<file path="src/rtl/core/first_fit_heap_allocator_core_assert.svh">
// ----------------------------------------------------------------------------
// First-fit heap allocator assertion macros
// Concurrent assertion wrappers, empty when SYNTH is defined.
// ----------------------------------------------------------------------------
`ifndef FIRST_FIT_HEAP_ALLOCATOR_CORE_ASSERT_SVH
`define FIRST_FIT_HEAP_ALLOCATOR_CORE_ASSERT_SVH

`ifndef SYNTH
`define FFHA_ASSERT_SAME(label, clk, rst_n, ante, cons, msg) \
    label: assert property (@(posedge clk) disable iff (!rst_n) (ante) |-> (cons)) \
        else $error(msg);
`define FFHA_ASSERT_NEXT(label, clk, rst_n, ante, cons, msg) \
    label: assert property (@(posedge clk) disable iff (!rst_n) (ante) |=> (cons)) \
        else $error(msg);
`else
`define FFHA_ASSERT_SAME(label, clk, rst_n, ante, cons, msg)
`define FFHA_ASSERT_NEXT(label, clk, rst_n, ante, cons, msg)
`endif

`endif

</file>
<file path="src/rtl/core/ffha_ram.sv">
// ----------------------------------------------------------------------------
// ffha_ram
// Generic single-write, single-read RAM with registered read data.
// ----------------------------------------------------------------------------
module ffha_ram #(
    parameter int WIDTH = 8,
    parameter int DEPTH = 16
) (
    input  logic                     i_clk,
    input  logic                     i_we,
    input  logic [$clog2(DEPTH)-1:0] i_waddr,
    input  logic [WIDTH-1:0]         i_wdata,
    input  logic [$clog2(DEPTH)-1:0] i_raddr,
    output logic [WIDTH-1:0]         o_rdata
);

    logic [WIDTH-1:0] mem [DEPTH];
    logic [WIDTH-1:0] r_rdata;

    always_ff @(posedge i_clk) begin
        if (i_we) begin
            mem[i_waddr] <= i_wdata;
        end
        r_rdata <= mem[i_raddr];
    end

    assign o_rdata = r_rdata;

endmodule

</file>
<file path="config.mk">
export PLATFORM = sky130hd
export DESIGN_NAME = ffha_ram
export DESIGN_NICKNAME = d
export VERILOG_FILES = /design/src/rtl/core/first_fit_heap_allocator_core_assert.svh /design/src/rtl/core/ffha_ram.sv
export SDC_FILE = /design/constraint.sdc
export NUM_CORES = 1
export LEC_CHECK = 0
export BUFFER_PORTS_ARGS = -buffer_cell sky130_fd_sc_hd__clkbuf_2
export CAP_MARGIN = 20
export CORE_ASPECT_RATIO = 1.2
export CORE_MARGIN = 2
export CORE_UTILIZATION = 60
export DETAILED_ROUTE_END_ITERATION = 8
export GPL_ROUTABILITY_DRIVEN = 0
export HOLD_SLACK_MARGIN = 0.06
export PLACE_DENSITY = 0.78
export SLEW_MARGIN = 20
export SYNTH_ARGS = -nofsm -noshare
export SYNTH_HDL_FRONTEND = slang
export SYNTH_SLANG_ARGS = --single-unit
</file>
<file path="constraint.sdc">
create_clock -name i_clk -period 2.1 [get_ports i_clk]
set_clock_uncertainty 0.1 [all_clocks]
set_input_delay 0.21 -clock i_clk [delete_from_list [all_inputs] [get_ports i_clk]]
set_output_delay 0.21 -clock i_clk [all_outputs]
set_load 0.1 [all_outputs]
</file>
==> results.txt <==
The measured slew at the worst slew-check pin was 650 ps. TritonCTS built the clock tree. The headroom to the max-slew limit is 0.565, and the net count of the mapped netlist is 247.

During placement, the flow inserted port buffers numbering 25. The tools report the kind of end point of the critical path as an output port. Sum of buffers and inverters on the critical path: 1. The critical path is of the reg -> out type. The worst endpoint data arrival time is 1330 ps, and the number of DRC violations after detailed routing is 0. In this run the mean area of a mapped cell was 22.5 um2. The sequential area share after synthesis came out at 0.778. The top cell type by total area after synthesis is sky130_fd_sc_hd__edfxtp_1.

Global-route wire length before repair: 15.3 mm. STA classifies the critical path startpoint as a register. In the final routed layout, each cell accounts on average for 23.2 um. The number of gates resized after CTS was 0.

The run finished with clean final reports. The worst path required time is 1790 ps. The logs give 0.00552 mm2 for the cell area after placement and 136 for the clock sink count.

Synthesis produced 229 cells. The clock-pin slew on the worst setup and hold paths is 60 ps. The cell depth of the worst setup path was 1. The max-slew violation total from the final report is 0. Detailed placement ended at an HPWL of 6.09 mm.

For the combined area of all synthesized cells, the log shows 0.00515 mm2. After the last flow step, the layout net total stands at 311. The setup-violating endpoint count in the final report was 0; the area growth from synthesis to final layout was 20.0%.

The number of vias after detailed routing was 2,492. For the number of ports placed on the die boundary, the log shows 26. For the initial antenna violation count, the log shows 0. The die is 105 um tall.

Once layout is done, the placed cells without fillers occupy 0.00618 mm2. The flip-flop cell with the highest count after synthesis is sky130_fd_sc_hd__edfxtp_1. The area inside the core boundary was 0.00847 mm2. The run gives 0 as the number of setup buffers added after CTS. Library cell with the highest instance count after synthesis: sky130_fd_sc_hd__edfxtp_1. The kind of cell adding the most delay to the critical path is buffers and inverters. Walking the worst path, the cells encountered are clkbuf_2. After synthesis, the cell types taking the most area are sky130_fd_sc_hd__edfxtp_1 75%, sky130_fd_sc_hd__mux4_2 7.9%, sky130_fd_sc_hd__mux4_1 7.1%. The remaining antenna violation count after routing was 0. The critical-path cell with the highest stage delay is sky130_fd_sc_hd__clkbuf_2. The ratio of routed vias to standard cells was 5.89. The class of the worst hold path is in -> reg. The post-route clock period utilization works out to 0.782.

The fraction of the mapped netlist area in compound gates was 0.0233; the die width was 88.6 um. The number of synthesized register bits was 136. The later pin in the worst-skew pair is clocked with a latency of 520 ps. Counting cells, the worst reg-to-reg path comes to 3. After layout, the minimum clock period comes to 1640 ps. The synthesized-area fraction occupied by adder cells was 0; the post-synthesis share of cell area spent on and, or, nand and nor gates was 0.0318.

CTS built an H-tree with a depth of 4. The clock buffer count from CTS is 17, and the worst voltage drop across the vdd grid is 0.000715 V. The starting density of the core was 0.608; the total routing usage reported by global routing was 0.240. For the initial detailed-routing violation count, the log shows 285. For this design the static power due to leakage is 2.12 nW. The longest individual stage delay on the worst path is 470 ps, and the hold-critical path depth is 3. The logs give 0 ps for the final-layout setup total negative slack and 37 for the number of placement rows. Across the run, the number of max-cap violations was 0. The share of flip-flops with an asynchronous set or reset was 0.

Share of layout cells above drive strength 1: 0.307. The run gives 2 as the clock tree buffer depth. The share of Yosys cell area claimed by the top area cell type came out at 0.747. Setup repair after global routing left no endpoint under its margin. The final layout contains routed wiring with a total length of 9.83 mm. The via count of the first global-routing pass was 2,639.

The fraction of synthesized area in multiplexers works out to 0.150. The synthesized netlist contains 19 unique library cells. Critical-path maximum fanout: 1. The die covers 0.00934 mm2. The antenna diode count came out at 0. For the maximum operating frequency, the log shows 609 MHz. Dividing total power by cell area gives a power density of 1020 mW/mm2. Sorting the synthesized cells by how often they occur yields 128 x sky130_fd_sc_hd__edfxtp_1, 18 x sky130_fd_sc_hd__mux4_2, 16 x sky130_fd_sc_hd__a22oi_1.

The first TritonRoute pass finished after 4 iterations. The count of warnings emitted by yosys was 0. For this design, the CTS-stage hold fixing added 8 buffers.

For this run the aggregate overflow at the end of global routing stands at 0. Clock tree synthesis selected as its root buffer the cell sky130_fd_sc_hd__clkbuf_8. Main combinational cell family by area after synthesis: multiplexers. The number of failing hold endpoints at the final stage is 0, and the xor and xnor fraction of the mapped netlist area is 0. Entering global routing, the biggest net connects 31 pins. The synthesized design contains 128 enable-type register cells.
-- through the flow --
| stage | setup slack (ps) | utilization | total power, mW | cells | hold WS (ps) |
|---|---|---|---|---|---|
| after floorplan | 297 | - | 3.39 | 229 | 209 |
| after global placement | 274 | 0.652 | 3.51 | 383 | 525 |
| after detailed placement | 286 | 0.652 | 3.52 | 383 | 550 |
| after CTS | 413 | 0.729 | 6.36 | 423 | 106 |
| after global routing | 410 | 0.729 | 6.50 | 423 | 163 |
| final | 457 | 0.729 | 6.32 | 423 | 133 |
-- routing by layer --
layer,track usage,share of wire,up-vias,routed length (um)
met5,0,0,-,0
met1,0.322,0.40,1286,3920
li1,-,-,1105,-
met2,0.375,0.54,85,5260
met3,0.0689,0.049,16,483
met4,0.0920,0.017,0,164
-- where the power goes --
part	internal [mW]	total, mW	switching, mW
registers	3.04	3.05	0.0186
clock network	1.79	2.84	1.05
logic	0.132	0.423	0.290
-- final cells by class --
cell class / instances / area [um2]
clock buffer: 18 / 418
clock inverter: 14 / 158
fill: 501 / 2290
multi-input combinational: 83 / 1060
sequential: 136 / 4000
tap: 117 / 146
timing repair buffer: 55 / 395
-- tightest hold or removal path, cell delays in order --
cell	delay, ps
sky130_fd_sc_hd__clkbuf_2	100
sky130_fd_sc_hd__or3b_2	160
sky130_fd_sc_hd__nor2_1	100
-- flip-flops by register name, summed over array words and instances (netlist names) --
name	flops
o_rdata	8
mem	128
-- cells by family after synthesis --
family | after synthesis
buf+inv | 10
simple gates | 35
compound gates | 16
mux | 32
flops | 136
-- path summary, 6_finish.rpt --
| check | from | slack (ps) | end |
|---|---|---|---|
| setup / recovery | o_rdata[7]$_DFF_P_ | 460 | o_rdata[7] |
| hold / removal | i_waddr[3] | 130 | mem[2][6]$_DFFE_PP_ |
| setup reg to reg | mem[4][2]$_DFFE_PP_ | 620 | o_rdata[2]$_DFF_P_ |
| hold reg to reg | mem[12][3]$_DFFE_PP_ | 580 | o_rdata[3]$_DFF_P_ |
-- layout by cell type, fill, tap and decap left out, types with 3 or more instances in the layout --
master                          count
sky130_fd_sc_hd__edfxtp_1         128
sky130_fd_sc_hd__clkbuf_2          25
sky130_fd_sc_hd__buf_4             20
sky130_fd_sc_hd__mux4_2            18
sky130_fd_sc_hd__a22oi_1           16
sky130_fd_sc_hd__clkbuf_16         16
sky130_fd_sc_hd__mux4_1            14
sky130_fd_sc_hd__nor2_1            13
sky130_fd_sc_hd__nand2_1            9
sky130_fd_sc_hd__dlygate4sd3_1      8
sky130_fd_sc_hd__dfxtp_1            8
sky130_fd_sc_hd__clkinvlp_4         5
sky130_fd_sc_hd__nor3_1             4
sky130_fd_sc_hd__bufinv_16          3
sky130_fd_sc_hd__clkinv_1           3
No activity file was read; power rests on OpenSTA's default activity.
